==> src/rtl/palette_pixel_art_upscaler_defines.svh <==
// assertion macros for the upscaler rtl
`ifndef PALETTE_PIXEL_ART_UPSCALER_DEFINES_SVH
`define PALETTE_PIXEL_ART_UPSCALER_DEFINES_SVH

`ifndef SYNTHESIS
// same-cycle implication, disabled in reset
`define PUA_ASSERT_SAME(label, clk, rst_n, ante, cons) \
  label: assert property (@(posedge clk) disable iff (!rst_n) (ante) |-> (cons)) \
    else $error("assertion failed: same-cycle rule");
// next-cycle implication, disabled in reset
`define PUA_ASSERT_NEXT(label, clk, rst_n, ante, cons) \
  label: assert property (@(posedge clk) disable iff (!rst_n) (ante) |=> (cons)) \
    else $error("assertion failed: next-cycle rule");
`else
`define PUA_ASSERT_SAME(label, clk, rst_n, ante, cons)
`define PUA_ASSERT_NEXT(label, clk, rst_n, ante, cons)
`endif

`endif

==> src/rtl/pua_pkg.sv <==
// types, constants and codes for the palette pixel-art upscaler
package pua_pkg;

  localparam int PALETTE_ENTRIES = 256;
  localparam int COLOR_BITS      = 16;
  localparam int PAL_AW          = (PALETTE_ENTRIES > 1) ? $clog2(PALETTE_ENTRIES) : 1;
  localparam int IDX_W           = 8;
  localparam int PIX_W           = 16;
  localparam int WIN_N           = 9;

  // window positions, row major, center is E
  localparam int WIN_A = 0;
  localparam int WIN_B = 1;
  localparam int WIN_C = 2;
  localparam int WIN_D = 3;
  localparam int WIN_E = 4;
  localparam int WIN_F = 5;
  localparam int WIN_G = 6;
  localparam int WIN_H = 7;
  localparam int WIN_I = 8;

  localparam logic OP_PIXEL   = 1'b0;
  localparam logic OP_PALETTE = 1'b1;

  localparam logic CFG_SCALE_MODE    = 1'b0;
  localparam logic CFG_SMOOTH_FACTOR = 1'b1;

  localparam logic [1:0] FACTOR_SCALE3X = 2'd3;
  localparam logic [1:0] FACTOR_RESET   = 2'd2;

  typedef logic [COLOR_BITS-1:0] color_t;
  typedef logic [IDX_W-1:0]      pidx_t;
  typedef logic [PIX_W-1:0]      pix_t;

  typedef enum logic [1:0] {
    MODE_POINT1 = 2'd0,
    MODE_POINT2 = 2'd1,
    MODE_POINT3 = 2'd2,
    MODE_SMOOTH = 2'd3
  } mode_t;

  typedef struct packed {
    logic  load;
    mode_t mode;
    logic  scale3x;
  } mrg_ctrl_t;

  function automatic logic idx_in_range(input pidx_t idx);
    idx_in_range = ({1'b0, idx} < (IDX_W + 1)'(PALETTE_ENTRIES));
  endfunction

endpackage

==> src/rtl/pua_lane.sv <==
// one lookup lane: a private palette copy with a registered read port
module pua_lane import pua_pkg::*; (
  input  logic   clk,
  input  logic   wr_en,
  input  pidx_t  wr_idx,
  input  color_t wr_color,
  input  logic   rd_en,
  input  pidx_t  rd_idx,
  output color_t rd_color
);

  color_t mem [PALETTE_ENTRIES];
  color_t data_r;
  logic   oob_r;

  // every lane sees every palette write so all copies agree
  always_ff @(posedge clk) begin
    if (wr_en && idx_in_range(wr_idx)) begin
      mem[wr_idx[PAL_AW-1:0]] <= wr_color;
    end
  end

  always_ff @(posedge clk) begin
    if (rd_en) begin
      data_r <= mem[rd_idx[PAL_AW-1:0]];
      oob_r  <= !idx_in_range(rd_idx);
    end
  end

  // index past the palette reads as color zero
  assign rd_color = oob_r ? '0 : data_r;

endmodule

==> config.mk <==
export PLATFORM = sky130hd
export DESIGN_NAME = pua_lane
export DESIGN_NICKNAME = d
export VERILOG_FILES = /design/src/rtl/palette_pixel_art_upscaler_defines.svh /design/src/rtl/pua_pkg.sv /design/src/rtl/pua_lane.sv
export SDC_FILE = /design/constraint.sdc
export NUM_CORES = 2
export LEC_CHECK = 0
export ABC_AREA = 0
export BUFFER_PORTS_ARGS = -buffer_cell sky130_fd_sc_hd__buf_2
export CELL_PAD_IN_SITES_DETAIL_PLACEMENT = 1
export CELL_PAD_IN_SITES_GLOBAL_PLACEMENT = 2
export CORE_UTILIZATION = 47
export DETAILED_ROUTE_END_ITERATION = 6
export PLACE_DENSITY_LB_ADDON = 0.1
export SYNTH_ARGS = -nofsm -noshare
export SYNTH_HDL_FRONTEND = slang
export SYNTH_SLANG_ARGS = --single-unit
==> constraint.sdc <==
create_clock -name clk -period 6.5 [get_ports clk]
set_clock_uncertainty 0.15 [all_clocks]
set_input_delay 0.325 -clock clk [delete_from_list [all_inputs] [get_ports clk]]
set_output_delay 0.325 -clock clk [all_outputs]
set_load 0.005 [all_outputs]
---- After elaboration in Yosys (flattened, before gate mapping) ----
Memories as Yosys holds them, arrays and structs flattened. A register that Yosys moved wholly into a read port is not among the register bits.
Cells that the tools add are included.
word-level totals
  register bits after elaboration ......... 0
  bits in latches ......................... 0
  bits in writable memories ............... 4096
  ROM bits ................................ 0
  bits of input ports ..................... 35
  output and inout port bits .............. 16
  word-level logic and storage cells ...... 3
  memories kept ........................... 1
cells by class
  add/sub/neg operators ................... 0
  multiply operators ...................... 0
  div/mod/pow operators ................... 0
  magnitude comparators ................... 0
  eq/ne operators ......................... 0
  shift operators ......................... 0
  mux-type cells .......................... 2
  bitwise logic cells ..................... 0
  reductions and logical operators ........ 0
memory list
  name  words  width  read ports  clocked after memory_dff  wr ports  RTL line        RTL
  mem   256    16     1           1                         1         pua_lane.sv:12  color_t mem [PALETTE_ENTRIES];
operator list
  cell    count
  $mux 1  2

---- Longest topological paths before layout ----
  depth in word-level cells ............... 2
  gate-level depth with buffers ........... 12
  mapped depth without buffers ............ 6

---- Least setup slack after synthesis ----
Ideal clock, no wire load.
  kind .................................... in2reg
  start ................................... input rd_idx[0]
  end ..................................... register data_r[4], read port of mem (data pin)
  arrival ................................. 2.309 ns
  data required time ...................... 6.085 ns
  path slack .............................. 3.776 ns
  stages on the path ...................... 8
  path buffers ............................ 3
  cells stage by stage .................... buf_6 > buf_6 > buf_2 > mux4_2 > mux4_2 > a22o_1 > o32ai_2 > nor4_2
RTL lines
  item         RTL line        RTL
  from (decl)  pua_lane.sv:8   input pidx_t rd_idx,
  to (decl)    pua_lane.sv:13  color_t data_r;

==> summary.md <==
| Metric | Value |
|---|---|
| Initial antenna violation count | `35` |
| Avg Inst Size Synth | `between 20 and 25 µm²` |
| Required @ worst endpoint | `7.04 ns` |
| DRC viols | `0` |
| Clock buffer depth | `4` |
| Worst vdd ir | `0.2307 mV` |
| Core Footprint | `around 340,000 µm²` |
| # fillers | `approximately 29,000` |
| Hold Path Class | `input port to flip-flop` |
| Slew headroom | `0.01193` |
| Drt total wl | `462,600 µm` |
| Setup violations, final | `0` |
| Max FO, Critical Path | `67` |
| Drt pass-1 iters | `5` |
| Failing checks | `max-capacitance violations` |
| Routability Congestion | `0.8079` |
| RSZ-0062 raised after global routing | `no` |
| Gr usage total | `0.2706` |
| Slew Limit Fails | `0` |
| Post-CTS Hold Buffers | `26` |
| Status | `finished, violations left` |
| CP Class | `input port to flip-flop` |
| RR Endpoint | `data_r[9]` |
| Vias in the first global route | `approximately 81,000` |
| Ys flop type | `edfxtp_1` |
| Layout area overhead | `13.37%` |
| Max Clk Rate | `between 200 and 300 MHz` |
| Pre-CTS WS | `approximately 1.5 ns` |
| Starting Density | `0.4720` |
| Clock transition at the registers of the reported paths | `roughly 0.060 ns` |
| Num ports | `51` |
| Via count | `~79,000` |
| Critical Path Start Type | `input port` |
| Yosys reg bits | `slightly above 4,000` |
| First-pass GRT wire length | `about 640,000 µm` |
| Pwr Total | `approximately 56 mW` |
| Setup TNS | `0 ns` |
| CTS tree | `built` |
| Sequential fraction of the synthesis area | `0.7772` |
| Worst R2R Start | `mem[58][9]` |
| Clock latency on the worst-skew pair | `slightly below 1 ns` |
| Routed vias/inst | `about 6.2` |
| Worst setup endpoint | `data_r[6]` |
| HPWL after DPL | `around 270,000 µm` |
| Cell Pwr Density | `roughly 310 nW/µm²` |
| Clk root buf | `clkbuf_16` |
| Die X | `583.4 µm` |
| Setup crit end kind | `flip-flop` |
| Yosys cell types | `51` |
| Htree depth | `5` |
| Commonest non-fill, non-tap cell in the layout | `edfxtp_1` |
| Post-route ant nets | `0` |
| Die area | `approximately 340,000 µm²` |
| Cell taking the most area after synthesis | `edfxtp_1` |
| Net Count, Synth | `between 7,000 and 8,000` |
| Fin crit period | `a little under 4 ns` |
| CTS Sinks | `around 4,000` |
| Worst Path Arrival | `about 4.4 ns` |
| Total CTS buffers | `between 400 and 500` |
| Top-area cell type share of the netlist area | `0.7772` |
| Routed len/inst | `~36 µm` |
| Synth Instances | `between 7,000 and 8,000` |
| Grt total ovfl | `0` |
| Post-CTS sizing | `0` |
| Most frequent cells in the layout | `4,112 x edfxtp_1, 797 x mux4_2, 565 x mux2i_1, 439 x clkbuf_16, 360 x buf_4` |
| Share of cells above drive strength 1 | `0.2530` |
| Lkg Pwr | `around 57 nW` |
| Critical path launch point | `rd_idx[0]` |
| Syn. warnings | `0` |
| Inst Count DP | `11,870` |
| Netlist Area Pre-Place | `roughly 160,000 µm²` |
| Maxcap violations | `1` |
| Fin. Hold Viols | `0` |
| Final WS setup | `roughly 2.6 ns` |
| Worst R2R Path Depth | `5` |
| Fin nets | `7,847` |
| Post-Route Utilization | `0.5351` |
| Input/output buffers | `50` |
| Final worst path period share | `0.5961` |
| DR iter-0 viols | `between 9,000 and 10,000` |
| Die H | `583.4 µm` |
| FF-to-FF setup slack | `2.89 ns` |
| Slew @ Worst Pin | `around 1.5 ns` |
| Post-CTS setup buffer count | `0` |
| Final cell count without fillers | `12,690` |
| Largest net degree at the start of global routing | `roughly 170` |
| Rows | `213` |
| Asr flop ratio synth | `0` |
| Number of synthesized flops with an enable pin | `approximately 4,100` |
| Area contributors post-synth | `edfxtp_1 78%, mux4_2 11%, mux2i_1 3.6%, o221ai_1 1.4%, nor2_1 0.72%` |
[cell families (layout without fill, tap and decap cells)]
logic type / Yosys count / after routing / share of synthesized area
compound gates: 786 / 786 / 0.03534
other cells: 0 / 11 / 0
simple gates: 556 / 556 / 0.01573
flops: 4112 / 4112 / 0.7772
buf+inv: 456 / 1259 / 0.01692
mux: 1450 / 1450 / 0.1548
[worst max-delay path: stages]
cell	delay, ns
buf_12	0.47
buf_4	0.71
mux4_2	0.59
mux2_2	0.31
a22oi_1	0.23
nand2_1	0.25
o32ai_1	1.11
nor4_1	0.16
[flip-flops by register name, indices dropped and copies added, names as in the netlist]
signal and count:
data_r 16, mem 4096
[metal layers]
metal | GRT usage | up-vias | share of wire
met1 | 0.3890 | 43610 | 0.42
met2 | 0.4362 | 2828 | 0.48
met5 | 0 | - | 0.00025
met3 | 0.04461 | 539 | 0.070
li1 | - | 32250 | -
met4 | 0.06424 | 16 | 0.025
[per-stage QoR]
stage | area [µm²] | hold WS, ns
floorplan | 158900 | 0.2739
global placement | 166200 | 0.5946
detailed placement | 166200 | 0.6050
CTS | 180100 | 0.001315
global route | 180100 | 0.06106
finish | 180100 | 0.07632
[worst min-delay path by stage]
stage	from	to	slack, ns	cells after the start
3_5_place_dp	wr_color[2]	mem[247][2]	0.61	1
2_1_floorplan	wr_color[0]	mem[0][0]	0.27	0
4_1_cts	wr_idx[7]	mem[249][4]	0.001	4
5_1_grt	wr_idx[7]	mem[248][12]	0.06	4
6_report	wr_idx[7]	mem[249][12]	0.08	4
3_3_place_gp	wr_color[2]	mem[246][2]	0.59	1
[cells in the mapped netlist (2+ instances only)]
cell type / instances
a2111oi_0: 6
a211oi_1: 18
a21o_1: 2
a21oi_1: 175
a221oi_1: 28
a22o_1: 32
a22oi_1: 43
a31oi_1: 6
and3_1: 11
and4_1: 2
buf_1: 27
buf_12: 5
buf_2: 76
buf_4: 26
buf_6: 77
buf_8: 11
clkbuf_1: 230
edfxtp_1: 4112
inv_1: 3
mux2_2: 88
mux2i_1: 565
mux4_2: 797
nand2_1: 38
nand2b_1: 3
nand3_1: 35
nand4_1: 26
nand4b_1: 3
nor2_1: 304
nor2b_1: 9
nor3_1: 92
nor4_1: 17
nor4bb_1: 2
o21ai_0: 37
o221ai_1: 252
o22ai_1: 148
o31ai_1: 16
o32ai_1: 20
or2_2: 4
or3_1: 2
[report_power, final]
part,internal (mW),switching (mW)
registers,29.3,0.0425
logic,0.913,1.88
clock network,13.9,10.2
total,44.1,12.2
[area by class of cell]
cell class	count	area, µm²	share of cell area
antenna	11	27.53	0.0001528
tap	4515	5649	0.03136
multi-input combinational	2792	33140	0.1840
inverter	4	27.53	0.0001528
clock inverter	259	2341	0.01300
clock buffer	523	11300	0.06274
timing repair buffer	473	4154	0.02306
sequential	4112	123500	0.6855
(Power assumes the default switching activity.)
