[config.mk]
export PLATFORM = sky130hd
export DESIGN_NAME = pua_merge
export DESIGN_NICKNAME = d
export VERILOG_FILES = /design/src/rtl/palette_pixel_art_upscaler_defines.svh /design/src/rtl/pua_pkg.sv /design/src/rtl/pua_merge.sv
export SDC_FILE = /design/constraint.sdc
export NUM_CORES = 1
export LEC_CHECK = 0
export BUFFER_PORTS_ARGS = -buffer_cell sky130_fd_sc_hd__buf_2
export CAP_MARGIN = 20
export CELL_PAD_IN_SITES_DETAIL_PLACEMENT = 1
export CELL_PAD_IN_SITES_GLOBAL_PLACEMENT = 1
export CORE_ASPECT_RATIO = 1.5
export CORE_UTILIZATION = 25
export CTS_BUF_LIST = sky130_fd_sc_hd__clkbuf_16
export DETAILED_ROUTE_END_ITERATION = 10
export GPL_TIMING_DRIVEN = 1
export PLACE_DENSITY_LB_ADDON = 0.1
export SLEW_MARGIN = 20
export SYNTH_ARGS = -nofsm -noshare
export SYNTH_HDL_FRONTEND = slang
export SYNTH_SLANG_ARGS = --single-unit
[constraint.sdc]
create_clock -name clk -period 6.1 [get_ports clk]
set_input_delay 0.305 -clock clk [delete_from_list [all_inputs] [get_ports clk]]
set_output_delay 0.305 -clock clk [all_outputs]
set_load 0.1 [all_outputs]
[src/rtl/palette_pixel_art_upscaler_defines.svh]
// assertion macros for the upscaler rtl
`ifndef PALETTE_PIXEL_ART_UPSCALER_DEFINES_SVH
`define PALETTE_PIXEL_ART_UPSCALER_DEFINES_SVH

`ifndef SYNTHESIS
// same-cycle implication, disabled in reset
`define PUA_ASSERT_SAME(label, clk, rst_n, ante, cons) \
  label: assert property (@(posedge clk) disable iff (!rst_n) (ante) |-> (cons)) \
    else $error("assertion failed: same-cycle rule");
// next-cycle implication, disabled in reset
`define PUA_ASSERT_NEXT(label, clk, rst_n, ante, cons) \
  label: assert property (@(posedge clk) disable iff (!rst_n) (ante) |=> (cons)) \
    else $error("assertion failed: next-cycle rule");
`else
`define PUA_ASSERT_SAME(label, clk, rst_n, ante, cons)
`define PUA_ASSERT_NEXT(label, clk, rst_n, ante, cons)
`endif

`endif

[src/rtl/pua_pkg.sv]
// types, constants and codes for the palette pixel-art upscaler
package pua_pkg;

  localparam int PALETTE_ENTRIES = 256;
  localparam int COLOR_BITS      = 16;
  localparam int PAL_AW          = (PALETTE_ENTRIES > 1) ? $clog2(PALETTE_ENTRIES) : 1;
  localparam int IDX_W           = 8;
  localparam int PIX_W           = 16;
  localparam int WIN_N           = 9;

  // window positions, row major, center is E
  localparam int WIN_A = 0;
  localparam int WIN_B = 1;
  localparam int WIN_C = 2;
  localparam int WIN_D = 3;
  localparam int WIN_E = 4;
  localparam int WIN_F = 5;
  localparam int WIN_G = 6;
  localparam int WIN_H = 7;
  localparam int WIN_I = 8;

  localparam logic OP_PIXEL   = 1'b0;
  localparam logic OP_PALETTE = 1'b1;

  localparam logic CFG_SCALE_MODE    = 1'b0;
  localparam logic CFG_SMOOTH_FACTOR = 1'b1;

  localparam logic [1:0] FACTOR_SCALE3X = 2'd3;
  localparam logic [1:0] FACTOR_RESET   = 2'd2;

  typedef logic [COLOR_BITS-1:0] color_t;
  typedef logic [IDX_W-1:0]      pidx_t;
  typedef logic [PIX_W-1:0]      pix_t;

  typedef enum logic [1:0] {
    MODE_POINT1 = 2'd0,
    MODE_POINT2 = 2'd1,
    MODE_POINT3 = 2'd2,
    MODE_SMOOTH = 2'd3
  } mode_t;

  typedef struct packed {
    logic  load;
    mode_t mode;
    logic  scale3x;
  } mrg_ctrl_t;

  function automatic logic idx_in_range(input pidx_t idx);
    idx_in_range = ({1'b0, idx} < (IDX_W + 1)'(PALETTE_ENTRIES));
  endfunction

endpackage

[src/rtl/pua_merge.sv]
// merge stage: applies the point or smooth rule to the nine lane colors
module pua_merge import pua_pkg::*; (
  input  logic      clk,
  input  mrg_ctrl_t ctrl,
  input  color_t    win [WIN_N],
  output pix_t      blk_r [WIN_N]
);

  color_t blk [WIN_N];
  color_t ca, cb, cc, cd, ce, cf, cg, ch, ci;
  logic   flat;

  assign ca = win[WIN_A];
  assign cb = win[WIN_B];
  assign cc = win[WIN_C];
  assign cd = win[WIN_D];
  assign ce = win[WIN_E];
  assign cf = win[WIN_F];
  assign cg = win[WIN_G];
  assign ch = win[WIN_H];
  assign ci = win[WIN_I];

  // no edge through the center: block is plain E
  assign flat = (cb == ch) || (cd == cf);

  always_comb begin
    for (int j = 0; j < WIN_N; j++) begin
      blk[j] = '0;
    end
    case (ctrl.mode)
      MODE_POINT1: begin
        blk[0] = ce;
      end
      MODE_POINT2: begin
        blk[0] = ce;
        blk[1] = ce;
        blk[3] = ce;
        blk[4] = ce;
      end
      MODE_POINT3: begin
        for (int j = 0; j < WIN_N; j++) begin
          blk[j] = ce;
        end
      end
      MODE_SMOOTH: begin
        if (ctrl.scale3x) begin
          for (int j = 0; j < WIN_N; j++) begin
            blk[j] = ce;
          end
          if (!flat) begin
            blk[0] = (cd == cb) ? cd : ce;
            blk[1] = (((cd == cb) && (ce != cc)) || ((cb == cf) && (ce != ca))) ? cb : ce;
            blk[2] = (cb == cf) ? cf : ce;
            blk[3] = (((cd == cb) && (ce != cg)) || ((cd == ch) && (ce != ca))) ? cd : ce;
            blk[5] = (((cb == cf) && (ce != ci)) || ((ch == cf) && (ce != cc))) ? cf : ce;
            blk[6] = (cd == ch) ? cd : ce;
            blk[7] = (((cd == ch) && (ce != ci)) || ((ch == cf) && (ce != cg))) ? ch : ce;
            blk[8] = (ch == cf) ? cf : ce;
          end
        end else begin
          blk[0] = ce;
          blk[1] = ce;
          blk[3] = ce;
          blk[4] = ce;
          if (!flat) begin
            blk[0] = (cd == cb) ? cd : ce;
            blk[1] = (cb == cf) ? cf : ce;
            blk[3] = (cd == ch) ? cd : ce;
            blk[4] = (ch == cf) ? cf : ce;
          end
        end
      end
      default: begin
        blk[0] = '0;
      end
    endcase
  end

  always_ff @(posedge clk) begin
    if (ctrl.load) begin
      for (int j = 0; j < WIN_N; j++) begin
        blk_r[j] <= PIX_W'(blk[j]);
      end
    end
  end

endmodule
Yosys cells after proc, flatten, opt, wreduce, memory -nomap -nowiden
Index checks and enable logic that the tools add are counted.
Storage, ports and cells
  bits in registers: 144
  bits in latches: 0
  memory bits (writable): 0
  bits in read-only memories: 0
  input bits: 149
  output and inout bits: 144
  word-level logic and storage cells: 59
  memories kept: 0
Cells by class
  $add $sub $neg: 0
  multiply operators: 0
  divide/modulo/power cells: 0
  order comparisons: 0
  equal/unequal tests: 13
  shift operators: 0
  muxes and demuxes: 21
  bitwise operators: 0
  reductions and logical operators: 16
Operators with widths (number)
  $mux 64: 3
  $mux 16: 9
  $mux 32: 4
  $pmux 64 s2: 1
  $eq 16x16->1: 6
  $pmux 16 s2: 3
  $ne 16x16->1: 4
  $pmux 32 s2: 1
  $logic_and 1x1->1: 8
  $logic_or 1x1->1: 5
  $eq 2x2->1 const B: 2
  $reduce_or 3->1: 1
  $eq 2x1->1 const B: 1
  $logic_not 2->1: 1
  $reduce_or 2->1: 1

Depth between registers and ports, before layout
  depth in word-level cells: 7
  gate-level depth with buffers: 10
  depth with buffers taken out: 8

Worst setup path before layout
No wires, ideal clock.
  kind: input to register
  start point: input win[48] (netlist bit)
  end point: register blk_r[116] (netlist bit) (data pin)
  setup time: 0.261 ns
  arrival: 1.977 ns
  required time: 5.839 ns
  slack: 3.862 ns
  stages on the path: 9
  path buffers: 2
  cell sequence: buf_4 -> xor2_1 -> nor4_2 -> nand4_2 -> o2bb2ai_1 -> a311o_2 -> nand2_4 -> buf_8 -> a221o_1
RTL lines
  start, declared: line pua_merge.sv:5  | input color_t win [WIN_N],
  end signal, assigned by index: line pua_merge.sv:82  | blk_r[j] <= PIX_W'(blk[j]);
  end, declared: line pua_merge.sv:6  | output pix_t blk_r [WIN_N]

==> results.md <==
* Vias in the first global route at just under 7000
* Biggest regs: blk_r x144
* GRT Total Usage at between 20% and 30%
* Post-synthesis sequential area ratio at between 50% and 60%
* Die W at 152 um
* Reg with most FFs: blk_r
* CP Launch Type: primary input
* EDFF count, synth at 144
* Post-Place Cell Area at approximately 0.010 mm^2
* Drt pass-1 iters at 8
* H-tree Lvls at 4
* Ys async rst share at 0%
* Post-Layout Inst Area at ~0.011 mm^2
* Via count at between 6000 and 7000
* Row count at just over 80
* Status: finished with violations
* Die area at 0.0345 mm^2
* Crit end category: flop
* Global-route wire length before repair at between 50000 and 60000 um
* Reg power frac at between 30 and 40%
* Initial antenna violation count at 4
* Port-buffer cells at between 200 and 300
* FMAX at ~400 MHz
* Post-synthesis register bit count at around 140
* Max Slew Vio Count at 0
* Hold Vio Cnt, Final at 0
* Cell Area, Synth at about 0.0084 mm^2
* CP max stage cell: o21bai_2
* DR WL/cell at roughly 28 um
* Die height at 227 um
* I/O pin count at 293
* CTS Buf Count at 17
* Mean Syn Cell Area at ~13 um^2
* DRC viols at 34
* Hold Crit Class: in -> reg
* Initial drt markers at ~420
* Post-CTS Setup Bufs at 0
* Worst EP arrival at ~2.8 ns
* Total Nets Final at approximately 1000
* Layout area overhead at 25.5%
* Final Cycle Share at 41.4%
* Finished Layout Cells at between 1000 and 1500
* Largest net degree at the start of global routing at 86
* Max-Cap Viols at 0
* Failing checks: DRC
* Post-route ant nets at 0
* Placed cell count at 1289
* Layout cells sized above 1 at between 40% and 50%
* Top_reg_cell synth: edfxtp_1
* Cts repair resizes at 0
* CP Cell Sequence: buf_2 > xor2_1 > nor4_1 > nand4_1 > nand2_1 > nor2_1 > o21bai_2 > a22o_2
* Area leader, netlist: edfxtp_1
* Ys Warns at 0
* Synth cell count leaders: 144 x edfxtp_1, 104 x a22o_1, 96 x xor2_1, 64 x xnor2_1, 23 x buf_2
* Share of the synthesized area in the top cell type at 51.2%
* Core Area at around 0.033 mm^2
* Net switching power at around 0.0013 W
* Switching part of the total at between 30% and 40%
* Slew headroom at 32.1%
* DP HPWL at 28300 um
* Post-DR vias/cell at between 4 and 5
* Worst-Margin Slew at roughly 1 ns
* Final setup viols at 0
* VDD IR max at around 0.16 mV
* Clock Power Share at a little under a third
* Minimum clock period at ~2.5 ns
* Synth Net Count at between 700 and 800
* CTS Buffer Depth at 2
* Overflow left after global routing at 0
* Top cells by area, synth: edfxtp_1 51%, a22o_1 11%, xor2_1 10%, xnor2_1 6.6%, buf_6 2.3%
* Aggregate routed wire length at around 37000 um
* Clock sinks at around 140
* Critical path class: in -> reg
* Initial Util at approximately a quarter
* CP Max Fanout at 16
* Worst path required time at ~6.4 ns
* CTS tree: built
* Most frequent cell after synthesis: edfxtp_1
* Power Density at approximately 320 mW/mm^2
* Pint at about 0.0020 W
* Hold-fix buffers at CTS at 0
* Worst path max stage delay at between 0.6 and 0.7 ns
* Pleak at 4.23 nW
* Root Driver: clkbuf_16
* Netlist cell types at 45
* Global placement routability congestion at 0.833
* TNS Setup at 0 ns
* RSZ-0062 raised after global routing: no
* Synthesized netlist cell count at approximately 640
* Number of flip-flops under the largest register name at around 140
* Clock-pin slew on the worst setup and hold paths at ~0.060 ns
* Comb power frac at between 30% and 40%
==> layer usage <==
layer,vias to the layer above,share of wire (%),track usage (%)
met5,-,0,0
met4,0,2.8,8.56
met3,47,3.0,2.93
met2,211,57,42.8
met1,3328,37,22.5
li1,2933,-,-
==> power by group through the flow <==
stage	clock [W]	combinational, W	sequential [W]
2_1_floorplan	0	0.000229	0.00184
3_3_place_gp	0	0.00108	0.00124
3_5_place_dp	0	0.00108	0.00124
4_1_cts	0.00109	0.00108	0.00122
5_1_grt	0.00112	0.00111	0.00123
6_report	0.00107	0.00108	0.00122
==> path summary, 6_finish.rpt <==
path,startpoint,endpoint,depth (start not counted)
max,win[55],blk_r[44],8
min,win[19],blk_r[19],2
==> worst max-delay path, delay by kind of cell <==
| kind | cells | cell delay, ns |
|---|---|---|
| AND/OR/NAND/NOR | 4 | 1.16 |
| AO/OA/AOI/OAI | 2 | 0.97 |
| buffers and inverters | 1 | 0.27 |
| XOR/XNOR | 1 | 0.11 |
==> cell families after synthesis <==
kind of cell	synth area share (%)
multiplexers	2.49
AO/OA/AOI/OAI	15.1
flip-flops	51.2
adder cells (fa/ha/maj)	0.445
AND/OR/NAND/NOR	7.77
XOR/XNOR	16.6
buffers and inverters	6.36
==> per-stage QoR <==
step	util [%]	power [W]	hold slack (ns)	worst slack, ns
floorplan	-	0.00206	0.417	3.86
global placement	30.0	0.00232	0.708	3.15
detailed placement	30.0	0.00232	0.710	3.12
CTS	31.7	0.00340	0.239	3.59
global route	31.8	0.00346	0.256	3.43
finish	31.8	0.00336	0.257	3.57
==> cell type report <==
type / instances / area, um^2
fillers: 3690 / 22700
flip-flops and latches: 144 / 4320
multi-input cells: 419 / 3590
repair buffers: 301 / 1540
well taps: 420 / 526
clock buffers: 17 / 425
clock inverters: 14 / 165
inverters: 5 / 18.8
diodes: 4 / 10.0
==> cell usage in the layout, fill, tap and decap left out, drive strengths merged <==
master and n:
ha 3, nor4 29, or2 1, nand2 8
and4 2, clkinv 6, o21bai 3, buf 301
o2bb2ai 1, a311o 1, o32ai 1, nor2b 1
a21o 3, nand4 22, edfxtp 144, a32oi 1
clkinvlp 2, nor2 7, o22ai 1, diode 4
a22o 110, bufinv 3, nor3 4, a21oi 1
o221ai 1, mux2 16, a221o 15, and2 17
xor2 96, inv 8, xnor2 64, nand3 4
clkbuf 17, mux2i 3, o21ai 4
Power figures use the tool's default switching activity.
